<file path="config.mk">
export PLATFORM = sky130hd
export DESIGN_NAME = psh_front
export DESIGN_NICKNAME = d
export VERILOG_FILES = /design/src/rtl/psh_pkg.sv /design/src/rtl/psh_front.sv
export SDC_FILE = /design/constraint.sdc
export NUM_CORES = 1
export LEC_CHECK = 0
export ABC_AREA = 1
export BUFFER_PORTS_ARGS = -buffer_cell sky130_fd_sc_hd__buf_2
export CAP_MARGIN = 40
export CORE_UTILIZATION = 60
export DETAILED_ROUTE_END_ITERATION = 8
export PLACE_DENSITY = 0.85
export SLEW_MARGIN = 15
export SYNTH_ARGS = -nofsm -noshare
export SYNTH_HDL_FRONTEND = slang
export SYNTH_SLANG_ARGS = --single-unit
</file>
<file path="constraint.sdc">
create_clock -name clk -period 14.1 [get_ports clk]
set_clock_uncertainty 0.1 [all_clocks]
set_input_delay 0.705 -clock clk [delete_from_list [all_inputs] [get_ports clk]]
set_output_delay 0.705 -clock clk [all_outputs]
set_load 0.05 [all_outputs]
</file>
<file path="src/rtl/psh_pkg.sv">
`default_nettype none
package psh_pkg;

	localparam int unsigned HASH_W = 61;
	localparam int unsigned SYM_W = 32;
	localparam int unsigned POS_W = 13;
	localparam int unsigned MAX_LEN_DEF = 4096;
	localparam int unsigned NUM_BASES_DEF = 2;
	localparam logic [HASH_W-1:0] HASH_MOD = {HASH_W{1'b1}};
	localparam logic [HASH_W-1:0] BASE_A_RST = HASH_W'(131);
	localparam logic [HASH_W-1:0] BASE_B_RST = HASH_W'(137);

	// command codes on the input
	localparam logic [1:0] CMD_CLEAR = 2'd0;
	localparam logic [1:0] CMD_APPEND = 2'd1;
	localparam logic [1:0] CMD_QUERY = 2'd2;
	localparam logic [1:0] CMD_NONE = 2'd3;

	// status codes on the result
	localparam logic [1:0] ST_OK = 2'd0;
	localparam logic [1:0] ST_RANGE = 2'd1;
	localparam logic [1:0] ST_FULL = 2'd2;

	// configuration register indexes
	localparam logic CFG_BASE_A = 1'b0;
	localparam logic CFG_BASE_B = 1'b1;

	typedef enum logic [1:0] {
		OP_CLEAR = 2'd0,
		OP_APPEND = 2'd1,
		OP_QUERY = 2'd2,
		OP_NONE = 2'd3
	} op_t;

	typedef struct packed {
		logic [1:0] command;
		logic [SYM_W-1:0] symbol;
		logic [POS_W-1:0] left;
		logic [POS_W-1:0] right;
	} item_t;

	typedef struct packed {
		logic [HASH_W-1:0] hash_a;
		logic [HASH_W-1:0] hash_b;
		logic [1:0] status;
	} result_t;

	// classified item between front and back
	typedef struct packed {
		op_t op;
		logic [SYM_W-1:0] symbol;
		logic [POS_W-1:0] right;
		logic [POS_W-1:0] left_m1;
		logic [POS_W-1:0] right_m1;
		logic [POS_W-1:0] dist_m1;
		logic left_zero;
		logic empty_span;
		logic order_bad;
	} fitem_t;

	// control from the sequencer to each hash lane
	typedef struct packed {
		logic clear;
		logic app_start;
		logic rd_first;
		logic rd_second;
		logic q_start;
		logic commit_app;
		logic commit_q;
		logic left_zero;
		logic [SYM_W-1:0] symbol;
	} ctl_t;

endpackage
`default_nettype wire

</file>
<file path="src/rtl/psh_front.sv">
`default_nettype none
module psh_front (
	input wire logic clk,
	input wire logic arst_n,
	input wire logic push,
	input wire psh_pkg::item_t item,
	output logic full,
	input wire logic take,
	output logic head_valid,
	output psh_pkg::fitem_t head
);
	psh_pkg::fitem_t fq_q [2];
	psh_pkg::fitem_t cls;
	logic wr_ptr_q, rd_ptr_q;
	logic [1:0] cnt_q;
	logic do_push, do_take;

	// decode and precompute addresses
	always_comb begin
		unique case (item.command)
			psh_pkg::CMD_CLEAR: cls.op = psh_pkg::OP_CLEAR;
			psh_pkg::CMD_APPEND: cls.op = psh_pkg::OP_APPEND;
			psh_pkg::CMD_QUERY: cls.op = psh_pkg::OP_QUERY;
			psh_pkg::CMD_NONE: cls.op = psh_pkg::OP_NONE;
			default: cls.op = psh_pkg::OP_NONE;
		endcase
		cls.symbol = item.symbol;
		cls.right = item.right;
		cls.left_m1 = item.left - psh_pkg::POS_W'(1);
		cls.right_m1 = item.right - psh_pkg::POS_W'(1);
		cls.dist_m1 = item.right - item.left - psh_pkg::POS_W'(1);
		cls.left_zero = (item.left == '0);
		cls.empty_span = (item.left == item.right);
		cls.order_bad = (item.left > item.right);
	end

	assign full = (cnt_q == 2'd2);
	assign head_valid = (cnt_q != 2'd0);
	assign head = fq_q[rd_ptr_q];
	assign do_push = push & ~full;
	assign do_take = take & head_valid;

	always_ff @(posedge clk) begin
		if (do_push) fq_q[wr_ptr_q] <= cls;
	end

	always_ff @(posedge clk or negedge arst_n) begin
		if (!arst_n) begin
			wr_ptr_q <= 1'b0;
			rd_ptr_q <= 1'b0;
			cnt_q <= 2'd0;
		end else begin
			if (do_push) wr_ptr_q <= ~wr_ptr_q;
			if (do_take) rd_ptr_q <= ~rd_ptr_q;
			cnt_q <= cnt_q + {1'b0, do_push} - {1'b0, do_take};
		end
	end
endmodule
`default_nettype wire

</file>
# --- Word level (Yosys, flattened, before mapping) ---
# Memory sizes are Yosys's and may differ from the RTL's.
# Cells that the tools add are included.
classes:
  bitwise: 5
  n_reduce_logical: 3
  addsub: 6
  n_mux: 3
  n_lt_le_gt_ge: 1
  n_eq_ne: 5
op_table:
  columns: ["operator", "count"]
  rows:
  - ["13-bit by 1-bit subtractor with 13-bit output (second input constant)", 3]
  - ["13-bit == test", 1]
  - ["13-bit > comparator", 1]
  - ["13-bit logical NOT", 1]
  - ["13-bit subtractor", 1]
  - ["2-bit case mux with 4 select lines", 1]
  - ["2-bit == test (second input constant)", 3]
  - ["1-bit NOT", 3]
  - ["2-bit by 1-bit adder with 2-bit output", 1]
  - ["1-bit bitwise AND", 2]
  - ["2-bit by 1-bit == test with 1-bit output (second input constant)", 1]
  - ["2-bit logical NOT", 1]
  - ["1-bit 2-to-1 mux", 2]
  - ["2-bit nonzero test", 1]
  - ["2-bit by 1-bit subtractor with 2-bit output", 1]
totals:
  in_bits: 64
  reg_bits: 4
  output_inout_bits: 91
  memories: 1
  wordCells: 27
  ram_bits: 178
memory_table:
  columns: ["name", "depth", "width", "rd", "rd_clocked_by_memory_dff", "wr", "line_no", "rtl"]
  rows:
  - ["fq_q", 2, 89, 1, 0, 1, "psh_front.sv:12", "psh_pkg::fitem_t fq_q [2];"]

# --- Depth between registers and ports, before layout ---
# Gate-level depths: netlist (run 1).
depth:
  depth_word: 5
  depth_mapped: 11
  depth_no_buf: 11

# --- Worst setup path before layout (run 1) ---
# No wires, ideal clock.
synth_timing:
  path_type: "input to register"
  startpoint: "input push"
  endpoint: "memory fq_q[0][0] in the netlist's numbering (enable)"
  stages: 2
  setup_slack_ns: 8.972
  arrival_time_ns: 4.492
  cell_sequence: "o21ai_2 > nor2_1"
synth_via:
  elab_chain_cells: 3
synth_rtl:
  columns: ["element", "line_no", "rtl"]
  rows:
  - ["start, declared", "psh_front.sv:5", "input wire logic push,"]
  - ["1-bit bitwise AND", "psh_front.sv:40", "assign do_push = push & ~full;"]
  - ["1-bit 2-to-1 mux", "psh_front.sv:44", "if (do_push) fq_q[wr_ptr_q] <= cls;"]
  - ["1-bit 2-to-1 mux (implied by the code)", "psh_front.sv:44", null]
  - ["end, declared", "psh_front.sv:12", null]
# Every way passes these cells.

==> results by group, run 1 <==
Worst setup path
  – Worst Path Arrival: 2440 ps
  – CP required: 13300 ps
  – CP max FO: 54
  – R2R Path Start: cnt_q[1]
  – CP endpoint kind: primary output
  – Crit path kind: reg -> out
  – CP Launch Type: register
  – Crit path from: rd_ptr_q
  – Worst R2R Path Depth: 5

Worst hold path
  – HP Class: in -> reg
  – Worst Hold Depth: 1
  – HP Start: item[27]

Final layout
  – NumNets Final: 1022
  – Fraction of layout cells with a size suffix above 1: 22.3%
  – Core Util, Final: 73.8%
  – Layout filler cell count: 934
  – # diodes: 0
  – Final Non-Filler Cells: 1117
  – Area delta synth->final: 19.5%

Logic synthesis
  – Number of synthesized flops with an enable pin: 178
  – Synthesized flop and latch total: 182
  – Dominant cell type by area after synthesis: edfxtp_1
  – Unique masters post-synth: 28
  – Ys Warns: 0
  – Syn avg cell area: 10.7 um2
  – Main flop type after synthesis: edfxtp_1
  – Mapped Area: 8220 um2
  – Post-Syn Instances: 769
  – FFs w/ async S/R, synth: 2.20%
  – Syn_nets: 863
  – Synth top area share: 65.1%
  – Part of the Yosys area used for sequential elements: 66.3%
  – Largest cells by area after synthesis: edfxtp_1 65%, nand2_1 16%, ha_1 4.4%

Power
  – Flop pwr share: 34.2%
  – Cell Int Power: 1.22 mW
  – Lkg Pwr: 4.49 nW
  – Switching share of power: 46.4%
  – Clock network power share: 20.0%
  – Comb pwr share: 45.8%
  – Power Density: 231 nW/um2
  – Switching power total: 1.05 mW
  – VDD IR max: 154 uV

Die
  – Die height: 119 um
  – Die W: 119 um
  – Core Area: 13300 um2
  – Ports: 155
  – Rows: 42
  – Initial Utilization: 61.8%
  – Die ar.: 14200 um2

Route
  – Number of DRC markers in iteration 0: 479
  – Via count: 5709
  – Residual DRC: 0
  – Detailed Route WL: 16500 um
  – Via density: 5.11
  – DR WL/cell: 14.8 um
  – Routed Antenna Nets: 0
  – First-pass DRT Iterations: 5

Clock tree
  – CTS root buf: clkbuf_16
  – H-tree levels: 4
  – Worst-Skew Late Latency: 420 ps
  – Post-cts resize count: 0
  – Setup Fix Bufs, Post-CTS: 0
  – Total CTS buffers: 17
  – Reg clk slew, reported paths: 70 ps
  – Max clock buf depth: 2
  – Clk sinks: 182
  – TritonCTS clock tree: yes

STA
  – RSZ-0062 raised after global routing: no
  – Max-slew violation count: 0
  – Final hold vios: 0
  – # setup viols final: 0
  – Post-route setup slack: 10860 ps
  – Min Clock Period, post-route: 3240 ps
  – Total Neg Setup Slack: 0 ps
  – Hold WS: 366 ps
  – Actual slew at the worst max-slew pin: 759 ps
  – Rel. slew slack: 49.4%
  – Tcrit/Tclk final: 23.0%
  – Fmax: 0.308 GHz

GRT
  – Remaining global-route overflow: 0
  – Initial antenna violation count: 1
  – First-pass GRT wire length: 26500 um
  – Overall routing resource usage: 24.8%
  – Largest net degree at the start of global routing: 59
  – Vias in the first global route: 5379

Placement
  – Pre-CTS WS: 11270 ps
  – Number of port buffers: 154
  – DP Cell Count: 1084
  – Final HPWL DP: 11500 um
  – Gpl congestion: 0.914

Outcome
  – Status: finished, final reports clean

Run
  – Max_cap viols: 0
power by group through the flow:
stage               Combinational [mW]  Clock, mW  Sequential (mW)
floorplan                        0.795          0            0.797
global placement                  1.02          0            0.784
detailed placement                1.05          0            0.788
CTS                               1.05      0.460            0.777
global route                      1.11      0.482            0.787
finish                            1.04      0.454            0.776
state kept, by name, summed over array words and instances (netlist names):
| signal | flops |
|---|---|
| fq_q | 178 |
| cnt_q | 2 |
| rd_ptr_q | 1 |
| wr_ptr_q | 1 |
repair_timing:
| item | in CTS | in global routing |
|---|---|---|
| hold buffers | 1 | 0 |
| endpoints found under the hold margin | 4 | 0 |
| endpoints found under the setup margin | 0 | 0 |
path summary, 6_finish.rpt:
| kind | endpoint | slack (ps) |
|---|---|---|
| max | head[48] | 10860 |
| min | fq_q[0][56] | 370 |
| max reg2reg | fq_q[0][50] | 11940 |
| min reg2reg | cnt_q[0] | 500 |
| max in group asynchronous | rd_ptr_q | 13240 |
| min in group asynchronous | cnt_q[0] | 520 |
synthesized netlist by cell type, types with 5 or more instances:
| cell | count |
|---|---|
| xor2_1 | 27 |
| nand3_1 | 22 |
| edfxtp_1 | 178 |
| nand2_1 | 349 |
| nand4_1 | 10 |
| clkbuf_1 | 8 |
| buf_2 | 11 |
| nor2_1 | 24 |
| nor2_2 | 5 |
| inv_1 | 67 |
| a21oi_1 | 9 |
| ha_1 | 29 |
critical path, stage by stage, from the launching register on:
cell	delay (ps)
dfrtp_2	410
inv_2	500
buf_4	600
nand2_1	120
nand2_1	110
buf_2	260
through the flow:
step                      power (mW)  instance area, um2
after floorplan                 1.59                8220
final                           2.27                9810
after CTS                       2.29                9810
after detailed placement        1.83                9220
after global placement          1.80                9150
after global routing            2.38                9810
routing by layer:
metal  global-route usage, %  wire length [um]
met1                    31.9              7250
met2                    40.8              7980
met3                    5.51               978
met4                    10.2               317
met5                       0                 8
cells in the final DEF (no fill, tap or decap), types with 4 or more instances in the layout:
| cell type | count |
|---|---|
| nand4_1 | 10 |
| clkinvlp_4 | 4 |
| clkbuf_16 | 17 |
| nor2_2 | 5 |
| nor3_1 | 4 |
| buf_2 | 154 |
| clkbuf_8 | 4 |
| nand3_1 | 22 |
| buf_4 | 4 |
| nor2_1 | 22 |
| a21oi_1 | 9 |
| inv_1 | 67 |
| xor2_1 | 27 |
| ha_1 | 29 |
| edfxtp_1 | 178 |
| nand2_1 | 349 |
layout make-up:
type / instances / area [um2] / area share, %
flip-flops and latches: 182 / 5450 / 55.5
multi-input cells: 495 / 2420 / 24.6
repair buffers: 162 / 886 / 9.03
clock buffers: 22 / 484 / 4.93
inverters: 70 / 263 / 2.68
well taps: 176 / 220 / 2.24
clock inverters: 10 / 96.3 / 0.982
kinds of logic after synthesis:
logic type,after synthesis,share of synthesized area [%]
AO/OA/AOI/OAI,13,0.838
adder cells (fa/ha/maj),30,4.66
AND/OR/NAND/NOR,422,20.6
flip-flops,182,66.3
buffers and inverters,92,4.46
XOR/XNOR,30,3.20
No activity file was read; power rests on OpenSTA's default activity.
==> run 2, diff against run 1 <==
Settings changed: CORE_UTILIZATION 60 to 56, PLACE_DENSITY 0.85 to 0.8.
Clock period 14.1 ns to 3.25 ns, I/O delays scaled along.
==> run 2 against run 1 <==
Non-clock buffer count rose by 50. Flip-flop and latch count did not move. Sequential power rose to 4.3 times the previous value. Design area rose by 5.0%. Clock power rose to 4.5 times the previous value. Highest routed layer is now met4. Clock-buffer cell count fell by 4. Combinational power rose to 4.4 times the previous value. Register-to-register slack got worse by 11000 ps. Die area rose by 7.0%. Sequential share of layout area fell by 2.6 points. Largest cell class unchanged. Global-route usage fell by 0.34 points.
==> results by group, run 2 (synthesis results as in run 1) <==
Outcome
  – Status: finished, final reports clean

Worst setup path
  – Crit path kind: reg -> out
  – Worst reg2reg endpoint: fq_q[1][23]
  – CP max FO: 55
  – Worst Path Arrival: 2160 ps
  – CP endpoint kind: primary output
  – R2R Path Start: cnt_q[1]
  – Worst R2R Path Depth: 4
  – CP Launch Type: register
  – CP required: 2990 ps
  – End of the critical path: head[48]
  – Crit path from: rd_ptr_q
  – Flop2flop setup slack: 1250 ps

Final layout
  – Biggest regs: fq_q: 178 flops, cnt_q: 2 flops
  – Reg area: 5450 um2
  – Commonest cells after routing, fill and taps aside: 349 x nand2_1, 178 x edfxtp_1, 154 x buf_2, 67 x inv_1, 50 x dlygate4sd3_1
  – Fraction of layout cells with a size suffix above 1: 21.0%
  – NumNets Final: 1072
  – Max reg flops: 178
  – Register with the most flip-flops: fq_q
  – Area delta synth->final: 25.4%
  – Layout filler cell count: 974
  – # diodes: 0
  – Area of the multi-input gates: 2420 um2
  – Commonest non-fill, non-tap cell in the layout: nand2_1

Placement
  – Final HPWL DP: 11500 um
  – Number of port buffers: 154
  – Gpl congestion: 0.888
  – Pre-CTS WS: 1190 ps

Power
  – Flop pwr share: 33.8%
  – Cell Int Power: 5.37 mW
  – Switching share of power: 46.1%
  – VDD IR max: 659 uV
  – Post-route total power: 9.95 mW
  – Comb pwr share: 45.8%
  – Clock network power share: 20.4%
  – Switching power total: 4.58 mW
  – Power Density: 966 nW/um2
  – Lkg Pwr: 4.68 nW

Clock tree
  – TritonCTS clock tree: yes
  – Setup Fix Bufs, Post-CTS: 0
  – Max clock buf depth: 2
  – CTS root buf: clkbuf_16
  – Total CTS buffers: 17
  – Reg clk slew, reported paths: 60 ps
  – Clk sinks: 182
  – H-tree levels: 4
  – Worst-Skew Late Latency: 420 ps

STA
  – Tcrit/Tclk final: 74.5%
  – Actual slew at the worst max-slew pin: 789 ps
  – # setup viols final: 0
  – Max-slew violation count: 0
  – Rel. slew slack: 47.4%
  – Final hold vios: 0
  – RSZ-0062 raised after global routing: no
  – Fmax: 0.413 GHz
  – Post-route setup slack: 829 ps
  – Min Clock Period, post-route: 2420 ps

Die
  – Ports: 155
  – Die ar.: 15200 um2
  – Die height: 123 um
  – Rows: 43
  – Core Area: 14100 um2
  – Initial Utilization: 58.3%
  – Die W: 123 um

Worst hold path
  – HP Start: item[13]
  – HP Class: in -> reg

GRT
  – Met3 Usage GRT: 6.18%
  – Most Crowded Layer GR: met2
  – Initial antenna violation count: 0
  – Vias in the first global route: 5745
  – Met2 global-route usage: 41.4%
  – Remaining global-route overflow: 0
  – M1 GR Usage: 30.0%
  – Overall routing resource usage: 24.4%
  – First-pass GRT wire length: 27400 um
  – Largest net degree at the start of global routing: 73

Route
  – Detailed Route WL: 17400 um
  – Residual DRC: 0
  – Via density: 5.04
  – First-pass DRT Iterations: 5
  – DR WL/cell: 14.8 um
  – Number of DRC markers in iteration 0: 442
  – Via count: 5901
  – Routed Antenna Nets: 0

Run
  – Max_cap viols: 0
## run 2: timing repair
item                                    4_1_cts  5_1_grt
endpoints found under the hold margin        99        0
endpoints found under the setup margin        0        0
hold buffers                                 50        0
gates resized for setup                       0        0
## run 2: routing by layer
layer / vias to the layer above / share of wire, %
met5: - / 0
met4: 0 / 2.2
met3: 34 / 7.1
met2: 224 / 49
met1: 2725 / 42
li1: 2918 / -
## run 2: metrics by stage
step                      hold WS, ps  instance area [um2]  TNS, ps  std cells  utilization, %
after detailed placement         -127                 9220        0       1089            65.4
after CTS                        8.74                10300        0       1170            73.1
after floorplan                  -233                 8220   -26960        769               -
after global routing             7.93                10300        0       1170            73.1
final                            18.8                10300        0       1170            73.1
after global placement           -125                 9190        0       1088            65.2
## run 2: area by class of cell
class                           count  share of cell area, %
Clock buffer                       18                   4.17
Clock inverter                     13                   1.52
Inverter                           70                   2.55
Multi-Input combinational cell    495                   23.5
Sequential cell                   182                   52.9
Tap cell                          180                   2.19
Timing Repair Buffer              212                   13.2
## run 2: worst min path at each step
stage                              to  cells after the start  slack (ps)
after detailed placement     cnt_q[1]                      1        -130
after global placement       cnt_q[1]                      1        -120
after global routing      fq_q[0][35]                      2           8
after floorplan              cnt_q[0]                      0        -230
after CTS                 fq_q[1][35]                      2           9
final                     fq_q[0][29]                      2          20
## run 2: critical path: stages, from the launching register on
cell     delay [ps]
dfrtp_2         410
inv_2           470
buf_12          330
nand2_1         110
nand2_1         110
buf_2           270
## run 2: power by group through the flow
stage / combinational (mW) / clock [mW] / sequential, mW
detailed placement: 4.54 / 0 / 3.42
floorplan: 3.46 / 0 / 3.42
global route: 4.91 / 2.15 / 3.41
CTS: 4.60 / 2.05 / 3.37
global placement: 4.47 / 0 / 3.40
finish: 4.56 / 2.03 / 3.37
==> run 3, diff against run 2 <==
Settings changed: CORE_UTILIZATION 56 to 50, PLACE_DENSITY 0.8 to 0.76.
Clock period 3.25 ns to 2 ns, I/O delays scaled along.
==> run 3 against run 2 <==
Combinational power rose by 70%. Largest power group unchanged. Clock power up 55%. Register-to-register slack worse by 1100 ps. Die area increased by 12%. Flip-flop and latch count is the same.
==> results by group, run 3 (synthesis results as in run 1) <==
Route
  – Number of DRC markers in iteration 0: 337
  – Via density: 4.87
  – DR WL/cell: 14.5 um
  – Via count: 5938
  – Detailed Route WL: 17700 um
  – Routed Antenna Nets: 0
  – Residual DRC: 0
  – First-pass DRT Iterations: 4

Power
  – Clock network power share: 19.2%
  – Power Density: 1550 nW/um2
  – Flop pwr share: 33.4%
  – Cell Int Power: 8.84 mW
  – Comb pwr share: 47.4%
  – Post-route total power: 16.4 mW
  – Switching power total: 7.53 mW
  – VDD IR max: 903 uV
  – Lkg Pwr: 4.77 nW
  – Switching share of power: 46.0%

Final layout
  – Max reg flops: 178
  – Biggest regs: fq_q: 178 flops, cnt_q: 2 flops
  – Register with the most flip-flops: fq_q
  – Commonest non-fill, non-tap cell in the layout: nand2_1
  – NumNets Final: 1085
  – Fin area: 10600 um2
  – Commonest cells after routing, fill and taps aside: 349 x nand2_1, 178 x edfxtp_1, 149 x buf_2, 66 x inv_1, 56 x dlygate4sd3_1
  – # diodes: 0
  – Fraction of layout cells with a size suffix above 1: 21.7%
  – Area delta synth->final: 28.6%
  – Final Non-Filler Cells: 1220

Worst hold path
  – HP Start: item[18]
  – Hold worst-path end: fq_q[0][34]
  – Worst Hold Depth: 2
  – HP Class: in -> reg

STA
  – Min Clock Period, post-route: 1900 ps
  – Actual slew at the worst max-slew pin: 546 ps
  – Tcrit/Tclk final: 95.0%
  – Rel. slew slack: 63.3%
  – Total Neg Setup Slack: 0 ps
  – Fmax: 0.526 GHz
  – # setup viols final: 0
  – Final hold vios: 0
  – RSZ-0062 raised after global routing: no
  – Hold WS: 19.0 ps
  – Max-slew violation count: 0

Die
  – Die ar.: 16900 um2
  – Initial Utilization: 51.5%
  – Ports: 155
  – Die height: 130 um
  – Core Area: 15900 um2
  – Rows: 46
  – Die W: 130 um

Run
  – Max_cap viols: 0

Clock tree
  – Max clock buf depth: 2
  – Worst-Skew Late Latency: 420 ps
  – TritonCTS clock tree: yes
  – Total CTS buffers: 17
  – CTS root buf: clkbuf_16
  – Clk sinks: 182
  – Reg clk slew, reported paths: 70 ps
  – Setup Fix Bufs, Post-CTS: 0
  – H-tree levels: 4

Worst setup path
  – CP max stage cell: dfrtp_2
  – CP max stage delay: 430 ps
  – Crit-path leading delay family: buffers and inverters
  – CP Launch Type: register
  – CP Buf/Inv Count: 3
  – Worst reg2reg endpoint: cnt_q[1]
  – Most Frequent Cell on Critical Path: nand2_1
  – CP endpoint kind: primary output
  – CP max FO: 37
  – Worst R2R Path Depth: 8
  – Flop2flop setup slack: 150 ps
  – Worst Path Arrival: 1700 ps
  – Crit path kind: reg -> out
  – Critical path, cell by cell: inv_2 > buf_8 > nand2_1 > nand2_1 > buf_2
  – CP required: 1800 ps
  – R2R Path Start: cnt_q[0]

GRT
  – Overall routing resource usage: 21.4%
  – Largest net degree at the start of global routing: 56
  – Remaining global-route overflow: 0
  – First-pass GRT wire length: 27000 um
  – Vias in the first global route: 5670
  – Initial antenna violation count: 1

Placement
  – Number of port buffers: 154
  – Final HPWL DP: 11700 um
  – DP Cell Count: 1132
  – Placed instance area: 9430 um2
  – Gpl congestion: 0.897

Outcome
  – Status: finished, final reports clean
[run 3: cell count changes in the layout (fill, tap and decap cells not counted), moves of 3 or more]
| cell | previous run | this run |
|---|---|---|
| buf_2 | 154 | 149 |
| dlygate4sd3_1 | 50 | 56 |
| buf_12 | 1 | 10 |
| clkinvlp_4 | 6 | 3 |
[run 3: repair_timing]
item | 4_1_cts | 5_1_grt
setup endpoints to repair | 9 | 15
endpoints found under the hold margin | 114 | 0
gates resized for setup | 1 | 5
hold buffers | 56 | 0
[run 3: layout make-up]
cell class	count	area (um2)
Clock buffer	18	429
Clock inverter	14	134
Fill cell	1212	5370
Inverter	70	263
Multi-Input combinational cell	495	2430
Sequential cell	182	5450
Tap cell	216	270
Timing Repair Buffer	225	1590
[run 3: through the flow]
stage | setup WS (ps) | util, %
detailed placement | 126 | 59.1
CTS | 47.7 | 66.2
floorplan | -392 | -
global placement | 164 | 59.1
global route | 9.35 | 66.3
finish | 100 | 66.3
[run 3: worst max-delay path by stage]
stage | start | endpoint | depth (start not counted)
2_1_floorplan | cnt_q[1] | fq_q[0][0] | 3
3_3_place_gp | item[13] | fq_q[0][11] | 11
3_5_place_dp | item[13] | fq_q[0][11] | 11
4_1_cts | rd_ptr_q | head[0] | 5
5_1_grt | item[9] | fq_q[0][13] | 9
6_report | rd_ptr_q | head[0] | 5
[run 3: per-layer routing]
layer  global-route usage, %  vias up  wire length [um]
li1                        -     2950                 -
met1                    25.2     2796              7410
met2                    38.5      175              9100
met3                    5.21       15              1050
met4                    6.63        2               176
met5                       0        -                 8
[run 3: power groups by stage]
stage                     clock network [mW]  registers [mW]  logic, mW
final                                   3.14            5.47       7.77
after floorplan                            0            5.53       5.64
after global routing                    3.34            5.55       8.33
after CTS                               3.20            5.47       7.80
after detailed placement                   0            5.54       7.69
after global placement                     0            5.52       7.64
