--- src/rtl/psh_pkg.sv ---
`default_nettype none
package psh_pkg;

	localparam int unsigned HASH_W = 61;
	localparam int unsigned SYM_W = 32;
	localparam int unsigned POS_W = 13;
	localparam int unsigned MAX_LEN_DEF = 4096;
	localparam int unsigned NUM_BASES_DEF = 2;
	localparam logic [HASH_W-1:0] HASH_MOD = {HASH_W{1'b1}};
	localparam logic [HASH_W-1:0] BASE_A_RST = HASH_W'(131);
	localparam logic [HASH_W-1:0] BASE_B_RST = HASH_W'(137);

	// command codes on the input
	localparam logic [1:0] CMD_CLEAR = 2'd0;
	localparam logic [1:0] CMD_APPEND = 2'd1;
	localparam logic [1:0] CMD_QUERY = 2'd2;
	localparam logic [1:0] CMD_NONE = 2'd3;

	// status codes on the result
	localparam logic [1:0] ST_OK = 2'd0;
	localparam logic [1:0] ST_RANGE = 2'd1;
	localparam logic [1:0] ST_FULL = 2'd2;

	// configuration register indexes
	localparam logic CFG_BASE_A = 1'b0;
	localparam logic CFG_BASE_B = 1'b1;

	typedef enum logic [1:0] {
		OP_CLEAR = 2'd0,
		OP_APPEND = 2'd1,
		OP_QUERY = 2'd2,
		OP_NONE = 2'd3
	} op_t;

	typedef struct packed {
		logic [1:0] command;
		logic [SYM_W-1:0] symbol;
		logic [POS_W-1:0] left;
		logic [POS_W-1:0] right;
	} item_t;

	typedef struct packed {
		logic [HASH_W-1:0] hash_a;
		logic [HASH_W-1:0] hash_b;
		logic [1:0] status;
	} result_t;

	// classified item between front and back
	typedef struct packed {
		op_t op;
		logic [SYM_W-1:0] symbol;
		logic [POS_W-1:0] right;
		logic [POS_W-1:0] left_m1;
		logic [POS_W-1:0] right_m1;
		logic [POS_W-1:0] dist_m1;
		logic left_zero;
		logic empty_span;
		logic order_bad;
	} fitem_t;

	// control from the sequencer to each hash lane
	typedef struct packed {
		logic clear;
		logic app_start;
		logic rd_first;
		logic rd_second;
		logic q_start;
		logic commit_app;
		logic commit_q;
		logic left_zero;
		logic [SYM_W-1:0] symbol;
	} ctl_t;

endpackage
`default_nettype wire

--- src/rtl/psh_back.sv ---
`default_nettype none
module psh_back #(
	parameter int unsigned MAX_LEN = psh_pkg::MAX_LEN_DEF,
	parameter int unsigned ADDR_W = $clog2(psh_pkg::MAX_LEN_DEF)
) (
	input wire logic clk,
	input wire logic arst_n,
	input wire logic head_valid,
	input wire psh_pkg::fitem_t head,
	output logic take,
	output psh_pkg::ctl_t ctl,
	output logic [ADDR_W-1:0] rd_addr,
	output logic [ADDR_W-1:0] pw_addr,
	output logic [ADDR_W-1:0] wr_addr,
	input wire logic lane_done,
	input wire logic [psh_pkg::HASH_W-1:0] lane_hash_a,
	input wire logic [psh_pkg::HASH_W-1:0] lane_hash_b,
	input wire logic pop,
	output logic empty,
	output psh_pkg::result_t result
);
	localparam int unsigned POS_W = psh_pkg::POS_W;
	localparam int unsigned LEN_W = $clog2(MAX_LEN + 1);
	localparam int unsigned IDX_W = (ADDR_W > POS_W) ? ADDR_W : POS_W;
	localparam int unsigned CMP_W = (LEN_W > POS_W) ? LEN_W : POS_W;

	typedef enum logic [4:0] {
		S_IDLE = 5'b00001,
		S_RD2 = 5'b00010,
		S_QMUL = 5'b00100,
		S_WAIT = 5'b01000,
		S_PUSH = 5'b10000
	} state_t;

	state_t state_q, state_d;
	logic [LEN_W-1:0] len_q;
	logic is_app_q, lz_q;
	logic [POS_W-1:0] rm1_q;
	logic [psh_pkg::SYM_W-1:0] sym_q;
	logic [IDX_W-1:0] lm1_w, rm1_w, dm1_w;
	logic range_bad, at_cap;

	psh_pkg::result_t oq_q [2];
	psh_pkg::result_t push_data;
	logic oq_wr_q, oq_rd_q;
	logic [1:0] oq_cnt_q;
	logic oq_full, oq_push, oq_pop;

	assign oq_full = (oq_cnt_q == 2'd2);
	assign empty = (oq_cnt_q == 2'd0);
	assign result = oq_q[oq_rd_q];
	assign oq_pop = pop & ~empty;

	always_comb begin
		lm1_w = IDX_W'(head.left_m1);
		rm1_w = IDX_W'(rm1_q);
		dm1_w = IDX_W'(head.dist_m1);
		range_bad = head.order_bad || (CMP_W'(head.right) > CMP_W'(len_q));
		at_cap = (len_q == LEN_W'(MAX_LEN));

		state_d = state_q;
		take = 1'b0;
		oq_push = 1'b0;
		push_data = '{hash_a: '0, hash_b: '0, status: psh_pkg::ST_OK};
		ctl = '0;
		ctl.symbol = sym_q;
		ctl.left_zero = lz_q;
		rd_addr = rm1_w[ADDR_W-1:0];
		pw_addr = dm1_w[ADDR_W-1:0];
		wr_addr = len_q[ADDR_W-1:0];

		unique case (state_q)
			S_IDLE: begin
				if (head_valid && !oq_full) begin
					take = 1'b1;
					unique case (head.op)
						psh_pkg::OP_CLEAR: begin
							ctl.clear = 1'b1;
							oq_push = 1'b1;
						end
						psh_pkg::OP_APPEND: begin
							if (at_cap) begin
								push_data.status = psh_pkg::ST_FULL;
								oq_push = 1'b1;
							end else begin
								ctl.app_start = 1'b1;
								state_d = S_WAIT;
							end
						end
						psh_pkg::OP_QUERY: begin
							if (range_bad) begin
								push_data.status = psh_pkg::ST_RANGE;
								oq_push = 1'b1;
							end else if (head.empty_span) begin
								oq_push = 1'b1;
							end else begin
								ctl.rd_first = 1'b1;
								rd_addr = lm1_w[ADDR_W-1:0];
								state_d = S_RD2;
							end
						end
						default: oq_push = 1'b1;
					endcase
				end
			end
			S_RD2: begin
				ctl.rd_second = 1'b1;
				state_d = S_QMUL;
			end
			S_QMUL: begin
				ctl.q_start = 1'b1;
				state_d = S_WAIT;
			end
			S_WAIT: begin
				if (lane_done) begin
					ctl.commit_app = is_app_q;
					ctl.commit_q = ~is_app_q;
					state_d = S_PUSH;
				end
			end
			S_PUSH: begin
				push_data.hash_a = lane_hash_a;
				push_data.hash_b = lane_hash_b;
				oq_push = 1'b1;
				state_d = S_IDLE;
			end
			default: state_d = S_IDLE;
		endcase
	end

	always_ff @(posedge clk) begin
		if (take) begin
			is_app_q <= (head.op == psh_pkg::OP_APPEND);
			lz_q <= head.left_zero;
			rm1_q <= head.right_m1;
			sym_q <= head.symbol;
		end
		if (oq_push) oq_q[oq_wr_q] <= push_data;
	end

	always_ff @(posedge clk or negedge arst_n) begin
		if (!arst_n) begin
			state_q <= S_IDLE;
			len_q <= '0;
			oq_wr_q <= 1'b0;
			oq_rd_q <= 1'b0;
			oq_cnt_q <= 2'd0;
		end else begin
			state_q <= state_d;
			if (ctl.clear) len_q <= '0;
			else if (ctl.commit_app) len_q <= len_q + LEN_W'(1);
			if (oq_push) oq_wr_q <= ~oq_wr_q;
			if (oq_pop) oq_rd_q <= ~oq_rd_q;
			oq_cnt_q <= oq_cnt_q + {1'b0, oq_push} - {1'b0, oq_pop};
		end
	end
endmodule
`default_nettype wire
--- config.mk ---
export PLATFORM = sky130hd
export DESIGN_NAME = psh_back
export DESIGN_NICKNAME = d
export VERILOG_FILES = /design/src/rtl/psh_pkg.sv /design/src/rtl/psh_back.sv
export SDC_FILE = /design/constraint.sdc
export NUM_CORES = 1
export LEC_CHECK = 0
export BUFFER_PORTS_ARGS = -buffer_cell sky130_fd_sc_hd__buf_2
export CAP_MARGIN = 20
export CORE_AREA = 8 8 180 182
export DETAILED_ROUTE_END_ITERATION = 10
export DIE_AREA = 0 0 188 190
export PLACE_DENSITY = 0.67
export REMOVE_ABC_BUFFERS = 1
export SLEW_MARGIN = 0
export SYNTH_ARGS = -nofsm -noshare
export SYNTH_HDL_FRONTEND = slang
export SYNTH_SLANG_ARGS = --single-unit
--- constraint.sdc ---
create_clock -name clk -period 25.1 [get_ports clk]
set_clock_uncertainty 0.05 [all_clocks]
set_input_delay 2.51 -clock clk [delete_from_list [all_inputs] [get_ports clk]]
set_output_delay 2.51 -clock clk [all_outputs]
set_load 0.05 [all_outputs]
# After elaboration in Yosys (flattened, before gate mapping)
# Memory sizes are Yosys's and may differ from the RTL's.
# Index checks and enable logic that the tools add are counted.
[op_classes]
add_sub_neg = 3
n_mul = 0
div = 0
n_lt_le_gt_ge = 1
eq_ne = 15
n_shift = 0
n_mux = 42
bitwise_logic = 5
reduce_logical = 7
[ops]
columns = ["op", "count"]
rows = [
  ["$mux 122", 1],
  ["$mux 12", 5],
  ["$mux 13", 2],
  ["$mux 5", 5],
  ["$pmux 5 s4", 1],
  ["$mux 1", 17],
  ["$add 13x1->13 const B", 1],
  ["$eq 13x13->1 const B", 1],
  ["$gt 13x13->1", 1],
  ["$mux 2", 5],
  ["$pmux 5 s2", 1],
  ["$ne 3x3->1 const B", 3],
  ["$mux 3", 2],
  ["$reduce_and 6->1", 1],
  ["$eq 5x1->1 const B", 1],
  ["$eq 5x2->1 const B", 1],
  ["$eq 5x3->1 const B", 1],
  ["$eq 5x4->1 const B", 1],
  ["$eq 5x5->1 const B", 1],
  ["$eq 2x2->1 const B", 2],
  ["$logic_not 2->1", 2],
  ["$ne 2x2->1 const B", 2],
  ["$not 1->1", 4],
  ["$pmux 1 s2", 2],
  ["other kinds (10)", 10],
]
[totals]
ff_bits = 68
latch_bits = 0
ramBits = 248
rom_bits = 0
in_bits = 216
out_inout_bits = 202
elab_cells = 83
mem_count = 1
[mem_list]
columns = ["memory", "words", "word_bits", "read_ports", "rd_ports_with_merged_regs", "write_ports", "line", "rtl"]
rows = [
  ["oq_q", 2, 124, 1, 0, 1, "psh_back.sv:43", "psh_pkg::result_t oq_q [2];"],
]

# Logic depth before layout (Yosys ltp)
# Gate-level depths: netlist of the first run.
[logic_depth]
ltp_word = 8
ltp_mapped = 12

# Worst setup path before layout of the first run
# No wires, ideal clock.
[synth_timing]
path_kind = "input -> register"
startpoint = "input head_valid"
endpoint = "memory oq_q[1][0] (netlist bit) (enable)"
setup_ns = 0.622
arrival_ns = 11.356
t_required_ns = 24.428
slack_ns = 13.072
stages = 5
path_buffers = 0
cell_sequence = "o21ai_0 nor3_2 a21boi_0 a311oi_4 nor2b_1"
[synth_via]
elab_chain_cells = 5
[synth_rtl]
columns = ["item", "line", "rtl"]
rows = [
  ["from (decl)", "psh_back.sv:8", "input wire logic head_valid,"],
  ["$logic_and 1x1->1", "psh_back.sv:74", "if (head_valid && !oq_full) begin"],
  ["$mux 1", "psh_back.sv:74", ""],
  ["$pmux 1 s2", "psh_back.sv:72", "unique case (state_q)"],
  ["$mux 1", "psh_back.sv:138", "if (oq_push) oq_q[oq_wr_q] <= push_data;"],
  ["$mux 1 (implied by the code)", "psh_back.sv:138", ""],
  ["to (decl)", "psh_back.sv:43", ""],
]
# No other way between the ends.

# Worst setup path after layout of the first run
[layout_timing]
startpoint = "input head[53] (netlist bit)"
endpoint = "output rd_addr[6]"
[layout_via]
elab_chain_cells = 6
[layout_rtl]
columns = ["item", "line", "rtl"]
rows = [
  ["from (decl)", "psh_back.sv:9", "input wire psh_pkg::fitem_t head,"],
  ["$gt 13x13->1", "psh_back.sv:58", "range_bad = head.order_bad || (CMP_W'(head.right) > CMP_W'(len_q));"],
  ["$logic_or 1x1->1", "psh_back.sv:58", ""],
  ["$mux 12", "psh_back.sv:91", "if (range_bad) begin"],
  ["$mux 12", "psh_back.sv:76", "unique case (head.op)"],
  ["$mux 12", "psh_back.sv:74", ""],
  ["$mux 12", "psh_back.sv:72", ""],
  ["to (decl)", "psh_back.sv:12", "output logic [ADDR_W-1:0] rd_addr,"],
]
# No other way between the ends.

==> results of run 1 <==
[layer usage]
metal	vias to the layer above	part of all wire [%]	wire (um)
met5	-	0.19	62
met4	10	2.4	750
met3	60	9.8	3115
met2	348	49	15530
met1	3718	39	12370
li1	3654	-	-
[critical path: stages]
cell      delay [ns]
buf_2           0.10
ha_1            0.31
nand4_1         0.13
or3_1           0.41
o221ai_1        0.47
a21o_1          0.51
mux2_1          0.42
buf_2           0.23
[synth_stat cells, types with 12 or more instances]
cell	n
mux2_1	12
nor2_1	25
buf_4	25
inv_1	22
nand2_1	12
edfxtp_1	294
clkbuf_1	30
mux2_2	124
dfrtp_1	21
xnor2_1	15
ha_1	20
and2_1	122
[power by group through the flow]
stage | Clock (mW) | Sequential (mW) | Combinational [mW]
after global placement | 0 | 0.730 | 0.794
after CTS | 0.505 | 0.725 | 0.796
after floorplan | 0 | 0.794 | 0.555
final | 0.490 | 0.723 | 0.789
after global routing | 0.525 | 0.732 | 0.825
after detailed placement | 0 | 0.735 | 0.794
[flip-flops by register name, summed over array words and instances, names as in the netlist]
name / flops
oq_rd_q: 1
oq_cnt_q: 2
len_q: 13
lz_q: 1
oq_q: 248
sym_q: 32
state_q: 5
rm1_q: 12
is_app_q: 1
oq_wr_q: 1
[through the flow]
stage | hold slack [ns] | power [mW]
floorplan | 0.4108 | 1.349
global placement | 0.4373 | 1.524
detailed placement | 0.4375 | 1.529
CTS | 0.4476 | 2.026
global route | 0.4625 | 2.081
finish | 0.4425 | 2.002
[path summary, 6_finish.rpt]
kind	from	cells after the start	endpoint	slack [ns]
setup / recovery	head[53]	8	rd_addr[6]	17.44
hold / removal	oq_cnt_q[1]	1	oq_cnt_q[1]	0.44
setup reg to reg	len_q[11]	10	oq_q[1][76]	21.69
hold reg to reg	oq_cnt_q[1]	1	oq_cnt_q[1]	0.44
max in group asynchronous	arst_n	1	oq_rd_q	22.69
min in group asynchronous	arst_n	1	len_q[12]	1.92
[cells by family (layout without fill, tap and decap cells)]
| kind of cell | Yosys count | count (layout) | share of synthesized area (%) |
|---|---|---|---|
| other cells | 0 | 2 | 0 |
| simple gates | 201 | 201 | 9.286 |
| compound gates | 21 | 21 | 1.297 |
| flops | 316 | 316 | 71.47 |
| xor+xnor | 16 | 16 | 1.068 |
| fa+ha+maj | 20 | 20 | 1.907 |
| buf+inv | 81 | 482 | 3.070 |
| mux | 139 | 139 | 11.90 |
[final cells by class]
type / instances / area share (%)
clock buffer: 44 / 5.642
inverter: 22 / 0.5005
clock inverter: 16 / 1.046
tap: 390 / 2.957
antenna: 2 / 0.03033
timing repair buffer: 400 / 12.53
sequential: 316 / 56.87
multi-input combinational: 397 / 20.43
==> flow_summary.yaml, run 1 <==
logic_synthesis:
  yosys.area.top_type: "edfxtp_1"
  synth_cell_types: 46
  synth-edff-count: 294
  synthTopCellsByArea: "edfxtp_1 (67%), mux2_2 (11%), and2_1 (5.8%)"
  synth_seq_cells: 316
  ys.flop_type: "edfxtp_1"
  syn_inst: 794
  seq_area_frac_synth_pct: 71.47
  synth_top_area_share_pct: 67.27
  async_flop_share_pct: 6.962
  synth_area_um2: 13120
  yosysWarnings: 0
  synth.avg_cell_area_um2: 16.53
finish:
  area_growth_pct: 25.73
  finalNonFillerCells: 1587
  drive_gt1_share_pct: 48.79
  multi_input_area_um2: 3371
  final_cell_mix: "buf_2 (390), edfxtp_1 (294), mux2_2 (124), and2_1 (122), clkbuf_16 (36)"
  utilization_pct: 56.12
  final_area_um2: 16500
  fillers: 2442
  nets: 1408
  layout_commonest_cell: "buf_2"
  final-seq-area_um2: 9384
die:
  dieArea_um2: 35720
  num_io_pins: 418
  die_h_um: 190
  num_rows: 63
  die_w_um: 188
  core-area_um2: 29400
  initial_core_util_pct: 44.64
sta:
  tns_ns: 0
  fmax_mhz: 130.6
  rsz0062_at_grt: "no"
  timing.slew.headroom_pct: 25.66
  tightestPinTransition_ns: 1.115
  fin_crit_sh_pct: 30.50
  maxSlewViolCount: 0
  period_needed_ns: 7.655
  setup_viol: 0
  hold_viol: 0
  final.setup.worst_slack_ns: 17.44
clock_tree:
  ctsHoldBuffers: 0
  cts_resized: 0
  cts_tree: "yes"
  cts_setup_buffers: 0
  clk_latency_ns: 0.50
  path_clk_slew_ns: 0.05
  cts_buffers: 35
  cts_buffer_depth: 3
  ctsRootBufferMaster: "clkbuf_16"
  clock_sinks: 316
  htreeDepth: 2
global_routing:
  busiest_layer: "met2"
  grt_max_degree: 79
  grt.overflow.total: 0
  antenna_found_initial: 8
  grt_pass1_vias: 8346
  grt_use_met1_pct: 19.72
  grt_use_total_pct: 17.07
  gr-usage-met3_pct: 7.085
  met2_usage_pct: 28.71
  grt_pass1_wl_um: 47750
outcome:
  status: "finished, final reports clean"
power_and_ir_drop:
  p_clk_share_pct: 24.5
  comb_power_share_pct: 39.4
  p_switching_mw: 0.8182
  pwr-share-seq_pct: 36.1
  power_leakage_nw: 6.557
  power_density_nw_per_um2: 121.3
  internal-power_mw: 1.184
  peakVddDrop_uv: 64.66
  p_sw_share_pct: 40.87
detailed_routing:
  routed_wl_um: 31830
  drc: 0
  ant_nets: 0
  wl_per_cell_um: 20.06
  vias: 7790
  drtIter0Drc: 341
  vias_per_cell: 4.909
  firstDrtPassIters: 4
run:
  maxCapViolations: 0
placed_design:
  placed_cells: 1523
  gp_congestion: 0.8620
  io_buffer_count: 390
  dpl_worst_slack_ns: 17.43
  place_area_um2: 15340
  place_hpwl_um: 22200
setup_path:
  crit_type: "input port to primary output"
  cp_max_fo: 13
  cp_data_arrival_time_ns: 5.10
  crit_required_ns: 22.54
  crit_path_start_kind: "input port"
  cp-end-kind: "primary output"
min_path:
  min_path_type: "flop to flop"
No activity file was read; power rests on OpenSTA's default activity.
==> run 2: changes to the inputs <==
- clock period: 25.1 -> 7.7 ns (I/O delays scaled with it)
==> flow_summary.yaml, run 2 (synthesis results as in run 1) <==
setup_path:
  crit_end: "rd_addr[6]"
  crit_type: "flop to primary output"
  reg2reg_to: "oq_q[1][28]"
  cp_data_arrival_time_ns: 3.56
  cp-end-kind: "primary output"
  cp_max_fo: 13
  r2r_slack_ns: 3.52
  crit_required_ns: 6.88
  crit_start: "len_q[11]"
  r2r_cells: 7
  reg2reg_from: "state_q[3]"
  crit_path_start_kind: "flop"
detailed_routing:
  wl_per_cell_um: 20.11
  vias: 7921
  ant_nets: 0
  drc: 0
  routed_wl_um: 31980
  vias_per_cell: 4.982
  drtIter0Drc: 334
  firstDrtPassIters: 4
sta:
  timing.slew.headroom_pct: 38.30
  setup_viol: 0
  fin_crit_sh_pct: 56.87
  period_needed_ns: 4.379
  rsz0062_at_grt: "no"
  maxSlewViolCount: 0
  hold_viol: 0
  fmax_mhz: 228.4
  tightestPinTransition_ns: 0.9236
die:
  initial_core_util_pct: 44.64
  die_h_um: 190
  core-area_um2: 29400
  num_io_pins: 418
  num_rows: 63
  die_w_um: 188
  dieArea_um2: 35720
finish:
  final_area_um2: 16570
  nets: 1406
  utilization_pct: 56.35
  drive_gt1_share_pct: 49.00
  largest_register_ffs: 248
  fillers: 2451
  area_growth_pct: 26.25
  largest-register: "oq_q"
  final_cell_mix: "buf_2 (390), edfxtp_1 (294), mux2_2 (124), and2_1 (122), clkbuf_16 (36)"
  final-seq-area_um2: 9384
  layout_commonest_cell: "buf_2"
  reg_top3: "oq_q (248), sym_q (32), len_q (13)"
  multi_input_area_um2: 3371
power_and_ir_drop:
  power_leakage_nw: 6.586
  p_switching_mw: 2.676
  pwr-share-seq_pct: 35.6
  comb_power_share_pct: 38.1
  peakVddDrop_uv: 239.3
  p_clk_share_pct: 26.3
  p_sw_share_pct: 40.21
  power_density_nw_per_um2: 401.7
  internal-power_mw: 3.979
global_routing:
  grt_pass1_wl_um: 48270
  gr-usage-met3_pct: 7.525
  busiest_layer: "met2"
  met2_usage_pct: 29.13
  antenna_found_initial: 9
  grt_pass1_vias: 8505
  grt_use_total_pct: 17.18
  grt_max_degree: 71
  grt_use_met1_pct: 19.31
  grt.overflow.total: 0
outcome:
  status: "finished, final reports clean"
clock_tree:
  cts_tree: "yes"
  cts_buffer_depth: 3
  cts_resized: 0
  path_clk_slew_ns: 0.06
  ctsRootBufferMaster: "clkbuf_16"
  htreeDepth: 2
  cts_buffers: 35
  clock_sinks: 316
  cts_setup_buffers: 0
  clk_latency_ns: 0.50
  ctsHoldBuffers: 0
placed_design:
  io_buffer_count: 390
  place_hpwl_um: 22520
  place_area_um2: 15340
  gp_congestion: 0.8544
run:
  maxCapViolations: 0
min_path:
  min_path_type: "input port to asynchronous set/reset pin"
run 2: area by class of cell:
| type | count | share of cell area, % |
|---|---|---|
| sequential | 316 | 56.64 |
| multi-input combinational | 397 | 20.34 |
| timing repair buffer | 398 | 12.14 |
| clock buffer | 41 | 5.551 |
| tap | 390 | 2.945 |
| clock inverter | 22 | 1.820 |
| inverter | 22 | 0.4984 |
| antenna | 4 | 0.06041 |
run 2: how the worst min path moves through the flow:
| stage | from | to | slack, ns | depth (start not counted) |
|---|---|---|---|---|
| finish | arst_n | len_q[1] | 0.20 | 1 |
| global route | arst_n | len_q[4] | 0.21 | 1 |
| CTS | arst_n | len_q[10] | 0.19 | 1 |
| detailed placement | oq_cnt_q[1] | oq_cnt_q[1] | 0.44 | 1 |
| global placement | oq_cnt_q[1] | oq_cnt_q[1] | 0.44 | 1 |
| floorplan | oq_wr_q | oq_wr_q | 0.41 | 1 |
run 2: worst max-delay path, cell delays in order, from the launching register on:
cell      delay (ns)
dfrtp_1         0.45
inv_1           0.11
ha_1            0.33
nand4_1         0.11
or3_1           0.40
o221ai_1        0.47
a21o_1          0.52
mux2_1          0.44
buf_2           0.24
run 2: power groups by stage:
stage | sequential (mW) | combinational, mW | clock (mW)
2_1_floorplan | 2.59 | 1.81 | 0
6_report | 2.37 | 2.54 | 1.75
3_3_place_gp | 2.40 | 2.57 | 0
4_1_cts | 2.38 | 2.58 | 1.80
3_5_place_dp | 2.41 | 2.57 | 0
5_1_grt | 2.41 | 2.65 | 1.86
run 2: metal layers:
layer	vias to the layer above	part of all wire [%]	wire, um
met5	-	0.14	46
met4	8	2.4	754
met3	58	9.8	3120
met2	355	49	15690
met1	3833	39	12370
li1	3667	-	-
run 2: per-stage QoR:
stage                     setup TNS [ns]  instances  power [mW]  hold slack, ns  worst slack [ns]
final                                  0       1590       6.656          0.1965             3.321
after global placement                 0       1523       4.966          0.4375             3.145
after floorplan                  -612.20        735       4.397          0.4108            -2.605
after CTS                              0       1586       6.752          0.1856             3.300
after detailed placement               0       1523       4.979          0.4404             3.164
after global routing                   0       1590       6.915          0.2057             3.165
==> run 3: changes to the inputs <==
- ABC_AREA: unset -> 1
- CORE_AREA: 8 8 180 182 -> 8 8 182 184
- DIE_AREA: 0 0 188 190 -> 0 0 190 192
- PLACE_DENSITY: 0.67 -> 0.7
- clock period: 7.7 -> 3.6 ns (I/O delays scaled with it)
==> flow_summary.yaml, run 3 <==
outcome:
  status: "finished, final reports clean"
finish:
  largest_register_ffs: 248
  drive_gt1_share_pct: 28.13
  reg_top3: "oq_q (248), sym_q (32), len_q (13)"
  nets: 1897
  layout_commonest_cell: "nand2_1"
  final_cell_mix: "nand2_1 (453), buf_2 (390), edfxtp_1 (294), inv_1 (170), nor2_1 (133)"
  area_growth_pct: 28.36
  final_area_um2: 17240
  largest-register: "oq_q"
logic_synthesis:
  yosys.area_share.simple_pct: 18.56
  yosys.area.top_type: "edfxtp_1"
  synth_seq_cells: 316
  async_flop_share_pct: 6.962
  syn_inst: 1242
  synth_cell_types: 33
  post_synth_fa_ha_maj_area_fraction_pct: 1.864
  synth-compound-area-share_pct: 1.379
  synth.avg_cell_area_um2: 10.81
  synth_top_family_by_area: "simple AND/OR/NAND/NOR gates"
  yosysWarnings: 0
  synth_area_um2: 13430
  synth-edff-count: 294
  synthTopCellsByArea: "edfxtp_1 (66%), nand2_1 (13%), inv_1 (4.8%)"
  ys_top_cells_by_count: "nand2_1 (453), edfxtp_1 (294), inv_1 (171)"
  synthMuxAreaShare_pct: 0
  synth_xor_area_share_pct: 0.1957
  synth_most_common_cell: "nand2_1"
  synth_top_area_share_pct: 65.75
  seq_area_frac_synth_pct: 69.86
  ys.flop_type: "edfxtp_1"
placed_design:
  io_buffer_count: 390
  place_hpwl_um: 24520
  dpl_worst_slack_ns: 0.6870
  gp_congestion: 0.8842
  place_area_um2: 15690
setup_path:
  critPathBufInv: 4
  reg2reg_from: "len_q[3]"
  crit_required_ns: 3.19
  cp_top_family: "simple AND/OR/NAND/NOR gates"
  r2r_cells: 15
  crit_type: "flop to primary output"
  crit_path_start_kind: "flop"
  timing.critical_path.mode_cell: "nand2_1"
  slowest_stage: "dfrtp_1"
  cp_max_fo: 13
  r2r_slack_ns: 0.67
  reg2reg_to: "oq_q[0][5]"
  cp_data_arrival_time_ns: 2.85
  slowest_delay_ns: 0.42
  crit_chain: "inv_1 > ha_1 > nand2_1 > nor2_1 > inv_1 > nor2_1 > nand3_1 > nand2_2 > nand4_4 > inv_2 > nand2_1 > nand2_1 > buf_2"
  cp-end-kind: "primary output"
global_routing:
  grt_pass1_vias: 10150
  grt_max_degree: 125
  grt_pass1_wl_um: 54390
  grt_use_total_pct: 18.80
  grt.overflow.total: 0
  antenna_found_initial: 7
detailed_routing:
  routed_wl_um: 35510
  vias: 9861
  wl_per_cell_um: 17.05
  drtIter0Drc: 554
  drc: 0
  firstDrtPassIters: 5
  ant_nets: 0
  vias_per_cell: 4.736
die:
  core-area_um2: 30190
  num_io_pins: 418
  die_h_um: 192
  num_rows: 64
  dieArea_um2: 36480
  die_w_um: 190
  initial_core_util_pct: 44.48
min_path:
  hold_depth: 1
  min_from: "head[17]"
  worstHoldEndpoint: "rm1_q[1]"
  min_path_type: "input port to flop"
clock_tree:
  path_clk_slew_ns: 0.06
  cts_buffers: 35
  cts_tree: "yes"
  cts_buffer_depth: 3
  cts_resized: 0
  htreeDepth: 2
  clk_latency_ns: 0.50
  clock_sinks: 316
  ctsRootBufferMaster: "clkbuf_16"
run:
  maxCapViolations: 0
sta:
  hold_ws_ns: 0.03211
  timing.slew.headroom_pct: 50.56
  fin_crit_sh_pct: 90.52
  tns_ns: 0
  maxSlewViolCount: 0
  final.setup.worst_slack_ns: 0.3414
  setup_viol: 0
  tightestPinTransition_ns: 0.7416
  rsz0062_at_grt: "no"
  fmax_mhz: 306.9
  period_needed_ns: 3.259
  hold_viol: 0
power_and_ir_drop:
  power_density_nw_per_um2: 863.2
  peakVddDrop_uv: 486.9
  power_leakage_nw: 8.209
==> run 3: cell types whose count changed after synthesis, sizes merged, moves of 5 or more <==
cell and delta:
nand2 +442, inv +153, mux2 -136, and2 -124
nor2 +113, buf +15, xnor2 -13, o21ai +10
nand4 +8, a21oi +7, nor4b -7, clkbuf -5
==> run 3: layer usage <==
layer  wire length (um)  up-vias  GRT usage (%)  share of wire, %
li1                   -     4779              -                 -
met5                 75        -              0              0.21
met4                897       12          5.592               2.5
met3               4099       74          7.698                12
met1              12970     4555          20.60                37
met2              17470      441          32.99                49
==> run 3: final cells by class <==
| type | instances | area [um^2] |
|---|---|---|
| multi-input cells | 682 | 2962 |
| inverters | 175 | 664.4 |
| flip-flops and latches | 316 | 9384 |
| clock inverters | 18 | 135.1 |
| fillers | 2501 | 12950 |
| well taps | 396 | 495.5 |
| diodes | 1 | 2.502 |
| repair buffers | 451 | 2635 |
| clock buffers | 43 | 958.4 |
==> run 3: metrics by stage <==
step	std cells	util (%)	total power [mW]
6_report	2082	57.10	14.88
5_1_grt	2082	57.10	15.58
4_1_cts	2081	57.09	15.04
3_5_place_dp	1975	51.97	11.60
3_3_place_gp	1975	51.97	11.54
2_1_floorplan	1173	-	9.829
==> run 3: logic make-up after synthesis <==
kind of cell,after synthesis
buffers and inverters,244
AOI/OAI and AO/OA,33
adders and majority gates,20
xor gates and xnor gates,3
and+or+nand+nor,626
DFF,316
==> run 3: repair_timing <==
| item | 4_1_cts | 5_1_grt |
|---|---|---|
| hold endpoints to repair | 65 | 0 |
| buffers inserted | 0 | 0 |
| hold buffers | 45 | 0 |
==> run 3: how the worst max path moves through the flow <==
stage / slack [ns] / cells past startpoint / to / from
floorplan: -4.44 / 8 / oq_q[1][0] / state_q[0]
global placement: 0.70 / 15 / oq_q[0][30] / len_q[9]
detailed placement: 0.69 / 15 / oq_q[0][30] / len_q[9]
CTS: 0.34 / 13 / rd_addr[9] / len_q[9]
global route: 0.10 / 13 / rd_addr[5] / len_q[9]
finish: 0.34 / 13 / rd_addr[9] / len_q[9]
==> run 3: power breakdown <==
| group | total [mW] | internal, mW | switching (mW) |
|---|---|---|---|
| logic | 6.48 | 1.31 | 5.17 |
| registers | 5.02 | 4.79 | 0.228 |
| clock network | 3.38 | 2.03 | 1.35 |
| total | 14.9 | 8.13 | 6.75 |
==> run 3: worst reg2reg max path: stages, from the launching register on <==
cell and delay [ns]:
dfrtp_1 0.45, inv_1 0.15, ha_1 0.31, nand2_1 0.07, nor2_1 0.14, nand2_1 0.07
nand3_1 0.06, nand2_1 0.05, nand2_1 0.07, nand2_2 0.07, nand2_1 0.08, o21ai_0 0.10
nand2_1 0.10, nand2_1 0.10, inv_4 0.42, buf_4 0.32
